## config.mk

```make
export PLATFORM = sky130hd
export DESIGN_NAME = sha256_hash_flat
export DESIGN_NICKNAME = d
export VERILOG_FILES = /design/src/sv/sha_pkg.sv /design/src/sv/sha_if.sv /design/src/sv/sha_dp.sv /design/src/sv/sha_ctrl.sv /design/src/sv/sha256_hash.sv /design/src/flat_wrapper.sv
export SDC_FILE = /design/constraint.sdc
export NUM_CORES = 2
export LEC_CHECK = 0
export BUFFER_PORTS_ARGS = -buffer_cell sky130_fd_sc_hd__buf_2
export CAP_MARGIN = 25
export CORE_MARGIN = 2
export CORE_UTILIZATION = 45
export DETAILED_ROUTE_END_ITERATION = 10
export PLACE_DENSITY = 0.63
export SKIP_LAST_GASP = 1
export SYNTH_ARGS = -nofsm -noshare
export SYNTH_HDL_FRONTEND = slang
export SYNTH_SLANG_ARGS = --single-unit
```

## constraint.sdc

```tcl
create_clock -name clk -period 24.5 [get_ports clk]
set_clock_uncertainty 0.2 [all_clocks]
set_input_delay 1.225 -clock clk [delete_from_list [all_inputs] [get_ports clk]]
set_output_delay 1.225 -clock clk [all_outputs]
set_load 0.02 [all_outputs]
```

## src/sv/sha_pkg.sv

```systemverilog
// SHA-256 shared package: types, constants, round functions.
// No dependencies.
`timescale 1ns / 1ps
package sha_pkg;

    typedef enum logic [2:0] {
        ST_IDLE,
        ST_PAD,
        ST_COMP,
        ST_ADD,
        ST_OUT
    } state_t;

    // controller -> datapath commands
    typedef struct packed {
        logic       load_byte;   // shift input byte into the block window
        logic       pad_write;   // shift one padding byte into the block window
        logic       pad_marker;  // padding byte is the 0x80 marker
        logic       pad_len;     // bytes 56..63 of this block carry the length
        logic       comp_start;  // load working vars from chain
        logic       round_en;    // run one round
        logic       chain_add;   // fold working vars into chain
        logic       chain_init;  // restore initial hash, clear counters
        logic       fill_clr;    // fill count back to zero
    } cmd_t;

    // datapath -> controller status
    typedef struct packed {
        logic [6:0] fill;
        logic       last_round;
    } stat_t;

    localparam logic [31:0] H_INIT [0:7] = '{
        32'h6a09e667, 32'hbb67ae85, 32'h3c6ef372, 32'ha54ff53a,
        32'h510e527f, 32'h9b05688c, 32'h1f83d9ab, 32'h5be0cd19
    };

    localparam logic [7:0] PAD_BYTE = 8'h80;
    localparam logic [6:0] LEN_POS = 7'd56;
    localparam logic [6:0] BLK_BYTES = 7'd64;

    function automatic logic [31:0] round_k(input logic [5:0] i);
        logic [31:0] k [0:63];
        k = '{
            32'h428a2f98,32'h71374491,32'hb5c0fbcf,32'he9b5dba5,32'h3956c25b,32'h59f111f1,
            32'h923f82a4,32'hab1c5ed5,32'hd807aa98,32'h12835b01,32'h243185be,32'h550c7dc3,
            32'h72be5d74,32'h80deb1fe,32'h9bdc06a7,32'hc19bf174,32'he49b69c1,32'hefbe4786,
            32'h0fc19dc6,32'h240ca1cc,32'h2de92c6f,32'h4a7484aa,32'h5cb0a9dc,32'h76f988da,
            32'h983e5152,32'ha831c66d,32'hb00327c8,32'hbf597fc7,32'hc6e00bf3,32'hd5a79147,
            32'h06ca6351,32'h14292967,32'h27b70a85,32'h2e1b2138,32'h4d2c6dfc,32'h53380d13,
            32'h650a7354,32'h766a0abb,32'h81c2c92e,32'h92722c85,32'ha2bfe8a1,32'ha81a664b,
            32'hc24b8b70,32'hc76c51a3,32'hd192e819,32'hd6990624,32'hf40e3585,32'h106aa070,
            32'h19a4c116,32'h1e376c08,32'h2748774c,32'h34b0bcb5,32'h391c0cb3,32'h4ed8aa4a,
            32'h5b9cca4f,32'h682e6ff3,32'h748f82ee,32'h78a5636f,32'h84c87814,32'h8cc70208,
            32'h90befffa,32'ha4506ceb,32'hbef4a3f7,32'hc67178f2
        };
        return k[i];
    endfunction

    function automatic logic [31:0] rotr(input logic [31:0] v, input int n);
        return (v >> n) | (v << (32 - n));
    endfunction

endpackage

```

## src/sv/sha_if.sv

```systemverilog
// Valid/ready channel interfaces for the SHA-256 block.
// Depends on nothing.
`timescale 1ns / 1ps
interface sha_in_if;
    logic       valid;
    logic       ready;
    logic [7:0] msg_byte;
    logic       byte_valid;
    logic       end_of_message;
    modport source (output valid, msg_byte, byte_valid, end_of_message, input ready);
    modport sink (input valid, msg_byte, byte_valid, end_of_message, output ready);
endinterface

interface sha_out_if;
    logic        valid;
    logic        ready;
    logic [31:0] digest_word;
    logic [2:0]  word_index;
    logic        last_word;
    modport source (output valid, digest_word, word_index, last_word, input ready);
    modport sink (input valid, digest_word, word_index, last_word, output ready);
endinterface

```

## src/sv/sha_dp.sv

```systemverilog
// SHA-256 datapath: byte window that doubles as message schedule, round logic, chain.
// Depends on sha_pkg.
`timescale 1ns / 1ps
module sha_dp (
    input  logic             clk,
    input  logic             rst_n,
    input  sha_pkg::cmd_t    cmd,
    input  logic [7:0]       msg_byte,
    input  logic [2:0]       out_idx,
    output sha_pkg::stat_t   stat,
    output logic [31:0]      digest_word
);
    logic [6:0]  fill_reg;
    logic [63:0] len_reg;
    logic [31:0] chain_reg [0:7];
    logic [31:0] s_reg [0:7];
    logic [31:0] w_reg [0:15];
    logic [5:0]  rnd_reg;

    logic [7:0]  pad_val;
    logic [7:0]  shift_byte;
    logic [31:0] w_new, t1, t2, big0, big1, ch, maj, s0, s1;

    // padding byte: marker, zero fill, or big-endian length
    always_comb
    begin
        if (cmd.pad_marker)
            pad_val = sha_pkg::PAD_BYTE;
        else if (cmd.pad_len && fill_reg >= sha_pkg::LEN_POS)
            pad_val = len_reg[{~fill_reg[2:0], 3'b000} +: 8];
        else
            pad_val = 8'h00;
    end

    assign shift_byte = cmd.load_byte ? msg_byte : pad_val;

    assign s0 = sha_pkg::rotr(w_reg[1], 7) ^ sha_pkg::rotr(w_reg[1], 18) ^ (w_reg[1] >> 3);
    assign s1 = sha_pkg::rotr(w_reg[14], 17) ^ sha_pkg::rotr(w_reg[14], 19)
              ^ (w_reg[14] >> 10);
    assign w_new = s1 + w_reg[9] + s0 + w_reg[0];

    assign big1 = sha_pkg::rotr(s_reg[4], 6) ^ sha_pkg::rotr(s_reg[4], 11)
                ^ sha_pkg::rotr(s_reg[4], 25);
    assign ch   = (s_reg[4] & s_reg[5]) ^ (~s_reg[4] & s_reg[6]);
    assign t1   = s_reg[7] + big1 + ch + sha_pkg::round_k(rnd_reg) + w_reg[0];
    assign big0 = sha_pkg::rotr(s_reg[0], 2) ^ sha_pkg::rotr(s_reg[0], 13)
                ^ sha_pkg::rotr(s_reg[0], 22);
    assign maj  = (s_reg[0] & s_reg[1]) ^ (s_reg[0] & s_reg[2]) ^ (s_reg[1] & s_reg[2]);
    assign t2   = big0 + maj;

    assign stat.fill = fill_reg;
    assign stat.last_round = (rnd_reg == 6'd63);
    assign digest_word = chain_reg[out_idx];

    // 64-byte window: bytes shift in at the bottom, so after 64 of them
    // w_reg[0] holds bytes 0..3 big-endian; rounds then shift it as the schedule
    always_ff @(posedge clk)
    begin
        if (cmd.load_byte || cmd.pad_write)
        begin
            for (int i = 0; i < 15; i++)
                w_reg[i] <= {w_reg[i][23:0], w_reg[i+1][31:24]};
            w_reg[15] <= {w_reg[15][23:0], shift_byte};
        end
        else if (cmd.round_en)
        begin
            for (int i = 0; i < 15; i++)
                w_reg[i] <= w_reg[i+1];
            w_reg[15] <= w_new;
        end
        if (cmd.comp_start)
        begin
            for (int i = 0; i < 8; i++)
                s_reg[i] <= chain_reg[i];
        end
        else if (cmd.round_en)
        begin
            s_reg[7] <= s_reg[6];
            s_reg[6] <= s_reg[5];
            s_reg[5] <= s_reg[4];
            s_reg[4] <= s_reg[3] + t1;
            s_reg[3] <= s_reg[2];
            s_reg[2] <= s_reg[1];
            s_reg[1] <= s_reg[0];
            s_reg[0] <= t1 + t2;
        end
    end

    always_ff @(posedge clk or negedge rst_n)
    begin
        if (!rst_n)
        begin
            fill_reg <= '0;
            len_reg  <= '0;
            rnd_reg  <= '0;
            for (int i = 0; i < 8; i++)
                chain_reg[i] <= sha_pkg::H_INIT[i];
        end
        else
        begin
            if (cmd.chain_init)
            begin
                fill_reg <= '0;
                len_reg  <= '0;
                for (int i = 0; i < 8; i++)
                    chain_reg[i] <= sha_pkg::H_INIT[i];
            end
            else
            begin
                if (cmd.fill_clr)
                    fill_reg <= '0;
                else if (cmd.load_byte || cmd.pad_write)
                    fill_reg <= fill_reg + 7'd1;
                if (cmd.load_byte)
                    len_reg <= len_reg + 64'd8;
                if (cmd.chain_add)
                    for (int i = 0; i < 8; i++)
                        chain_reg[i] <= chain_reg[i] + s_reg[i];
            end
            if (cmd.comp_start)
                rnd_reg <= '0;
            else if (cmd.round_en)
                rnd_reg <= rnd_reg + 6'd1;
        end
    end
endmodule

```

## src/sv/sha_ctrl.sv

```systemverilog
// SHA-256 controller: byte intake, padding sequence, rounds, digest output.
// Depends on sha_pkg.
`timescale 1ns / 1ps
module sha_ctrl (
    input  logic             clk,
    input  logic             rst_n,
    input  logic             in_valid,
    output logic             in_ready,
    input  logic             byte_valid,
    input  logic             end_of_message,
    output logic             out_valid,
    input  logic             out_ready,
    output logic [2:0]       out_idx,
    input  sha_pkg::stat_t   stat,
    output sha_pkg::cmd_t    cmd
);
    sha_pkg::state_t state_reg, state_next;
    logic            final_reg, final_next;   // padding pending after this block
    logic            marker_reg, marker_next; // 0x80 already written
    logic [2:0]      idx_reg, idx_next;
    logic            lenblk_reg, lenblk_next; // last compressed block carried the length
    logic            lenwin_reg, lenwin_next; // current pad block carries the length
    logic            accept, blk_full;

    assign accept   = in_valid && in_ready;
    assign in_ready = (state_reg == sha_pkg::ST_IDLE);
    assign out_valid = (state_reg == sha_pkg::ST_OUT);
    assign out_idx  = idx_reg;
    assign blk_full = (stat.fill == sha_pkg::BLK_BYTES - 7'd1);

    always_comb
    begin
        state_next  = state_reg;
        final_next  = final_reg;
        marker_next = marker_reg;
        idx_next    = idx_reg;
        unique case (state_reg)
            sha_pkg::ST_IDLE:
            begin
                if (accept)
                begin
                    final_next  = end_of_message;
                    marker_next = 1'b0;
                    idx_next    = '0;
                    if (byte_valid && blk_full)
                        state_next = sha_pkg::ST_COMP;
                    else if (end_of_message)
                        state_next = sha_pkg::ST_PAD;
                end
            end
            sha_pkg::ST_PAD:
            begin
                marker_next = 1'b1;
                if (stat.fill == sha_pkg::BLK_BYTES - 7'd1)
                    state_next = sha_pkg::ST_COMP;
            end
            sha_pkg::ST_COMP:
                if (stat.last_round)
                    state_next = sha_pkg::ST_ADD;
            sha_pkg::ST_ADD:
            begin
                if (!final_reg)
                    state_next = sha_pkg::ST_IDLE;
                else if (lenblk_reg)
                    state_next = sha_pkg::ST_OUT;
                else
                    state_next = sha_pkg::ST_PAD;
            end
            sha_pkg::ST_OUT:
            begin
                if (out_ready)
                begin
                    idx_next = idx_reg + 3'd1;
                    if (idx_reg == 3'd7)
                        state_next = sha_pkg::ST_IDLE;
                end
            end
            default: state_next = sha_pkg::ST_IDLE;
        endcase
    end

    always_comb
    begin
        lenblk_next = lenblk_reg;
        if (state_reg == sha_pkg::ST_IDLE)
            lenblk_next = 1'b0;
        else if (state_reg == sha_pkg::ST_PAD && stat.fill == sha_pkg::BLK_BYTES - 7'd1)
            lenblk_next = lenwin_reg;
    end

    // the length field goes in the marker's block if the marker lands at or below byte 55, else in the next pad block
    always_comb
    begin
        lenwin_next = lenwin_reg;
        if (state_reg == sha_pkg::ST_IDLE)
            lenwin_next = 1'b0;
        else if (state_reg == sha_pkg::ST_PAD && !marker_reg)
            lenwin_next = (stat.fill < sha_pkg::LEN_POS);
        else if (state_reg == sha_pkg::ST_PAD && marker_reg && stat.fill == 7'd0)
            lenwin_next = 1'b1;
    end

    always_comb
    begin
        cmd = '0;
        unique case (state_reg)
            sha_pkg::ST_IDLE:
            begin
                cmd.load_byte = accept && byte_valid;
                cmd.comp_start = accept && byte_valid && blk_full;
                cmd.fill_clr = cmd.comp_start;
            end
            sha_pkg::ST_PAD:
            begin
                cmd.pad_write = 1'b1;
                cmd.pad_marker = !marker_reg;
                cmd.pad_len = lenwin_reg;
                cmd.comp_start = (stat.fill == sha_pkg::BLK_BYTES - 7'd1);
                cmd.fill_clr = cmd.comp_start;
            end
            sha_pkg::ST_COMP: cmd.round_en = 1'b1;
            sha_pkg::ST_ADD:  cmd.chain_add = 1'b1;
            sha_pkg::ST_OUT:  cmd.chain_init = out_ready && (idx_reg == 3'd7);
            default: cmd = '0;
        endcase
    end

    always_ff @(posedge clk or negedge rst_n)
    begin
        if (!rst_n)
        begin
            state_reg  <= sha_pkg::ST_IDLE;
            final_reg  <= 1'b0;
            marker_reg <= 1'b0;
            idx_reg    <= '0;
            lenblk_reg <= 1'b0;
            lenwin_reg <= 1'b0;
        end
        else
        begin
            state_reg  <= state_next;
            final_reg  <= final_next;
            marker_reg <= marker_next;
            idx_reg    <= idx_next;
            lenblk_reg <= lenblk_next;
            lenwin_reg <= lenwin_next;
        end
    end
endmodule

```

## src/sv/sha256_hash.sv

```systemverilog
// SHA-256 hasher top level: wires controller to datapath and the channels.
// Depends on sha_pkg, sha_if, sha_ctrl, sha_dp.
//
//  channel   dir  payload
//  in_ch     in   msg_byte[7:0], byte_valid, end_of_message
//  out_ch    out  digest_word[31:0], word_index[2:0], last_word
//
// A full block loads the working variables from the chain, runs 64 rounds
// and folds them into the chain. End of message writes the padding one
// byte a cycle, compresses one or two blocks, then offers the eight digest
// words, each held until taken. Input is stalled meanwhile. Reset restores
// the initial hash and clears counters at once.
`timescale 1ns / 1ps
module sha256_hash (
    input  logic       clk,
    input  logic       rst_n,
    sha_in_if.sink     in_ch,
    sha_out_if.source  out_ch
);
    sha_pkg::cmd_t  cmd;
    sha_pkg::stat_t stat;
    logic [2:0]     idx;
    logic [31:0]    word;

    sha_ctrl u_ctrl (
        .clk            (clk),
        .rst_n          (rst_n),
        .in_valid       (in_ch.valid),
        .in_ready       (in_ch.ready),
        .byte_valid     (in_ch.byte_valid),
        .end_of_message (in_ch.end_of_message),
        .out_valid      (out_ch.valid),
        .out_ready      (out_ch.ready),
        .out_idx        (idx),
        .stat           (stat),
        .cmd            (cmd)
    );

    sha_dp u_dp (
        .clk         (clk),
        .rst_n       (rst_n),
        .cmd         (cmd),
        .msg_byte    (in_ch.msg_byte),
        .out_idx     (idx),
        .stat        (stat),
        .digest_word (word)
    );

    assign out_ch.digest_word = word;
    assign out_ch.word_index  = idx;
    assign out_ch.last_word   = (idx == 3'd7);
endmodule

```

## src/flat_wrapper.sv

```systemverilog
// flat-port wrapper written by rule: the top's interface ports become plain ports
module sha256_hash_flat 
  (clk, rst_n, in_ch_valid, in_ch_msg_byte, in_ch_byte_valid, in_ch_end_of_message, in_ch_ready, out_ch_valid, out_ch_digest_word, out_ch_word_index, out_ch_last_word, out_ch_ready);
  sha_in_if in_ch_i ();
  sha_out_if out_ch_i ();
  input  logic clk;
  input  logic rst_n;
  input wire logic [$bits(in_ch_i.valid)-1:0] in_ch_valid;
  input wire logic [$bits(in_ch_i.msg_byte)-1:0] in_ch_msg_byte;
  input wire logic [$bits(in_ch_i.byte_valid)-1:0] in_ch_byte_valid;
  input wire logic [$bits(in_ch_i.end_of_message)-1:0] in_ch_end_of_message;
  output wire logic [$bits(in_ch_i.ready)-1:0] in_ch_ready;
  output wire logic [$bits(out_ch_i.valid)-1:0] out_ch_valid;
  output wire logic [$bits(out_ch_i.digest_word)-1:0] out_ch_digest_word;
  output wire logic [$bits(out_ch_i.word_index)-1:0] out_ch_word_index;
  output wire logic [$bits(out_ch_i.last_word)-1:0] out_ch_last_word;
  input wire logic [$bits(out_ch_i.ready)-1:0] out_ch_ready;
  assign in_ch_i.valid = in_ch_valid;
  assign in_ch_i.msg_byte = in_ch_msg_byte;
  assign in_ch_i.byte_valid = in_ch_byte_valid;
  assign in_ch_i.end_of_message = in_ch_end_of_message;
  assign in_ch_ready = in_ch_i.ready;
  assign out_ch_valid = out_ch_i.valid;
  assign out_ch_digest_word = out_ch_i.digest_word;
  assign out_ch_word_index = out_ch_i.word_index;
  assign out_ch_last_word = out_ch_i.last_word;
  assign out_ch_i.ready = out_ch_ready;
  sha256_hash u_core (.clk(clk), .rst_n(rst_n), .in_ch(in_ch_i), .out_ch(out_ch_i));
endmodule
```

==> results.sh <==
export IMPL_reg2reg_slack_ps=14260
export IMPL_crit_family="compound AO/OA/AOI/OAI gates"
export IMPL_gp_congestion=0.9503
export IMPL_endpoint_kind="flip-flop"
export IMPL_grt_busiest_layer="met2"
export IMPL_grt_util_met1_pct=37.37
export IMPL_crit_path_top_delay_cell="dfrtp_1"
export IMPL_reg2reg_depth=35
export IMPL_rsz0062_at_grt="no"
export IMPL_ant_nets=0
export IMPL_cts_setup_buffers=0
export IMPL_grt_overflow=0
export IMPL_critPathLaunchType="flip-flop"
export IMPL_final_layout_size_suffix_gt1_share_pct=8.160
export IMPL_layout_common_cells="2380 x nand2_1, 768 x edfxtp_1, 509 x o21ai_0, 441 x a21oi_1, 395 x ha_1"
export IMPL_largest_reg_flops=512
export IMPL_whs_ps=288.6
export IMPL_clkTransAtPathRegs_ps=60
export IMPL_synthCells=8195
export IMPL_use_met3_pct=4.398
export IMPL_crit_buf_inv=5
export IMPL_maxCapViolCount=0
export IMPL_final_common_cell="nand2_1"
export IMPL_fp_row_count=150
export IMPL_path_max_fanout=17
export IMPL_firstDrtPassIters=6
export IMPL_grt_pass1_wl_um=368400
export IMPL_status="completed"
export IMPL_fp_dieH_um=413.4
export IMPL_synth_lib_cells_used_distinct=98
export IMPL_worstSetupPathDepth=35
export IMPL_antenna_found_initial=9
export IMPL_post_cts_resized=0
export IMPL_slowest_delay_ps=710
export IMPL_required_ps=24820
export IMPL_critPathKind="flip-flop to flip-flop"
export IMPL_start_util_pct=45.21
export IMPL_cts_hold_buf=0
export IMPL_syn2layout_area_growth_pct=8.322
export IMPL_io_buffers=51
export IMPL_clock_sinks=1108
export IMPL_hold_viol=0
export IMPL_track_usage_pct=28.53
export IMPL_finalSetupTns_ps=0
export IMPL_hpwl_um=179000
export IMPL_timing_rr_start="u_core.u_dp.rnd_reg[1]"
export IMPL_chipWidth_um=413.4
export IMPL_async_flop_share_pct=30.69
export IMPL_die_area_sq_um=170900
export IMPL_r2r_end="u_core.u_dp.s_reg[0][30]"
export IMPL_place_inst=10060
export IMPL_nFillCells=15520
export IMPL_synth_edf_count=768
export IMPL_detail_route_iter0_violations=5853
export IMPL_tritoncts="done"
export IMPL_period_minus_slack_ps=10240
export IMPL_cts_buffer_depth=3
export IMPL_worst_slew_pin_transition_ps=1159
export IMPL_fmax_mhz=97.64
export IMPL_finalSetupViolations=0
export IMPL_synth_avg_cell_area_sq_um=9.205
export IMPL_syn_cell_area_sq_um=75430
export IMPL_wl_per_cell_um=23.79
export IMPL_wl_um=245200
export IMPL_fp_coreArea_sq_um=166800
export IMPL_slew_headroom_pct=22.75
export IMPL_io_pins=52
export IMPL_yosysSeqAreaShare_pct=42.08
export IMPL_synth_nets=8799
export IMPL_multi_input_area_sq_um=40870
export IMPL_arrival_ps=10560
export IMPL_ys_warn_count=0
export IMPL_worstHoldPathType="input pin to async pin"
export IMPL_grt_max_degree=188
export IMPL_synthFlopType="edfxtp_1"
export IMPL_cts_made_buffers=132
export IMPL_route_detailed_drc=0
export IMPL_final_max_slew_viol_count=0
export IMPL_met2_usage_pct=46.38
export IMPL_cts_root_buf="clkbuf_16"
export IMPL_grt_pass1_vias=58440
export IMPL_synth_seq_cells=1108
export IMPL_htreeDepth=4
export IMPL_vias=59930
export IMPL_seq_area_sq_um=31760
export IMPL_timing_final_crit_share_pct=41.80
export IMPL_post_drt_via_cell_ratio=5.815
export IMPL_final_cell_count_no_fill=10310
export IMPL_clock_latency_ps=800
export IMPL_final_nets=8594
[Yosys cell counts, drive strengths merged, types with 22 or more instances]
library cell / number / area (sq um)
nor3: 119 / 623.1
o211ai: 37 / 277.8
inv: 304 / 1141
o21bai: 33 / 247.7
dfrtp: 204 / 5105
o31ai: 29 / 222.7
nor2b: 50 / 312.8
mux2: 62 / 698.2
nand4: 22 / 158.9
nand2b: 59 / 369.1
o21ai: 519 / 2601
or2: 24 / 150.1
nand2: 2383 / 8945
dfstp: 136 / 3573
a21o: 205 / 1539
or3: 36 / 225.2
buf: 27 / 112.6
clkbuf: 436 / 1637
nand3: 158 / 790.8
mux4: 83 / 1869
a31oi: 47 / 294.0
xnor2: 385 / 3372
fa: 195 / 3904
o21a: 58 / 435.4
edfxtp: 768 / 23060
ha: 395 / 4942
a211oi: 51 / 392.9
and3: 31 / 198.9
a21oi: 441 / 2207
nor2: 376 / 1411
xor2: 238 / 2085
[final cells by class]
cell class | count | share of cell area [%]
clock buffer | 187 | 4.485
sequential | 1108 | 38.86
tap | 2204 | 3.375
multi-input combinational | 6318 | 50.02
clock inverter | 57 | 0.6829
antenna | 2 | 0.006125
timing repair buffer | 124 | 1.162
inverter | 306 | 1.406
[routing by layer]
layer | vias up | share of wire (%) | wire (um)
met1 | 29570 | 41 | 101700
met2 | 2109 | 47 | 114600
met5 | - | 0.0077 | 19
met4 | 2 | 5.2 | 12740
li1 | 27800 | - | -
met3 | 447 | 6.6 | 16120
[stage by stage]
step / utilization [%] / area (sq um) / setup WS, ps
final: 48.97 / 81710 / 14260
after global routing: 48.97 / 81710 / 13700
after CTS: 48.93 / 81640 / 14420
after detailed placement: 46.40 / 77410 / 14400
after global placement: 46.39 / 77400 / 14580
after floorplan: - / 75430 / 3493
[how the worst max path moves through the flow]
stage          slack, ps                       end              startpoint
2_1_floorplan       3490   u_core.u_dp.s_reg[0][0]             in_ch_valid
3_3_place_gp       14580  u_core.u_dp.s_reg[0][31]  u_core.u_dp.rnd_reg[0]
3_5_place_dp       14400  u_core.u_dp.s_reg[0][31]  u_core.u_dp.rnd_reg[1]
4_1_cts            14420  u_core.u_dp.s_reg[0][31]  u_core.u_dp.rnd_reg[0]
5_1_grt            13700  u_core.u_dp.s_reg[0][31]  u_core.u_dp.rnd_reg[0]
6_report           14260  u_core.u_dp.s_reg[0][30]  u_core.u_dp.rnd_reg[1]
[cell families after synthesis]
group	after synthesis	share of synthesized area, %
simple gates	3331	18.22
compound gates	1607	13.17
flops	1108	42.08
buf+inv	769	3.842
xor+xnor	625	7.295
fa+ha+maj	594	11.78
mux	161	3.616
Power is left out: the tool's default activity adds up to more than one toggle a clock period on the data nets, which glitch-free logic cannot reach.
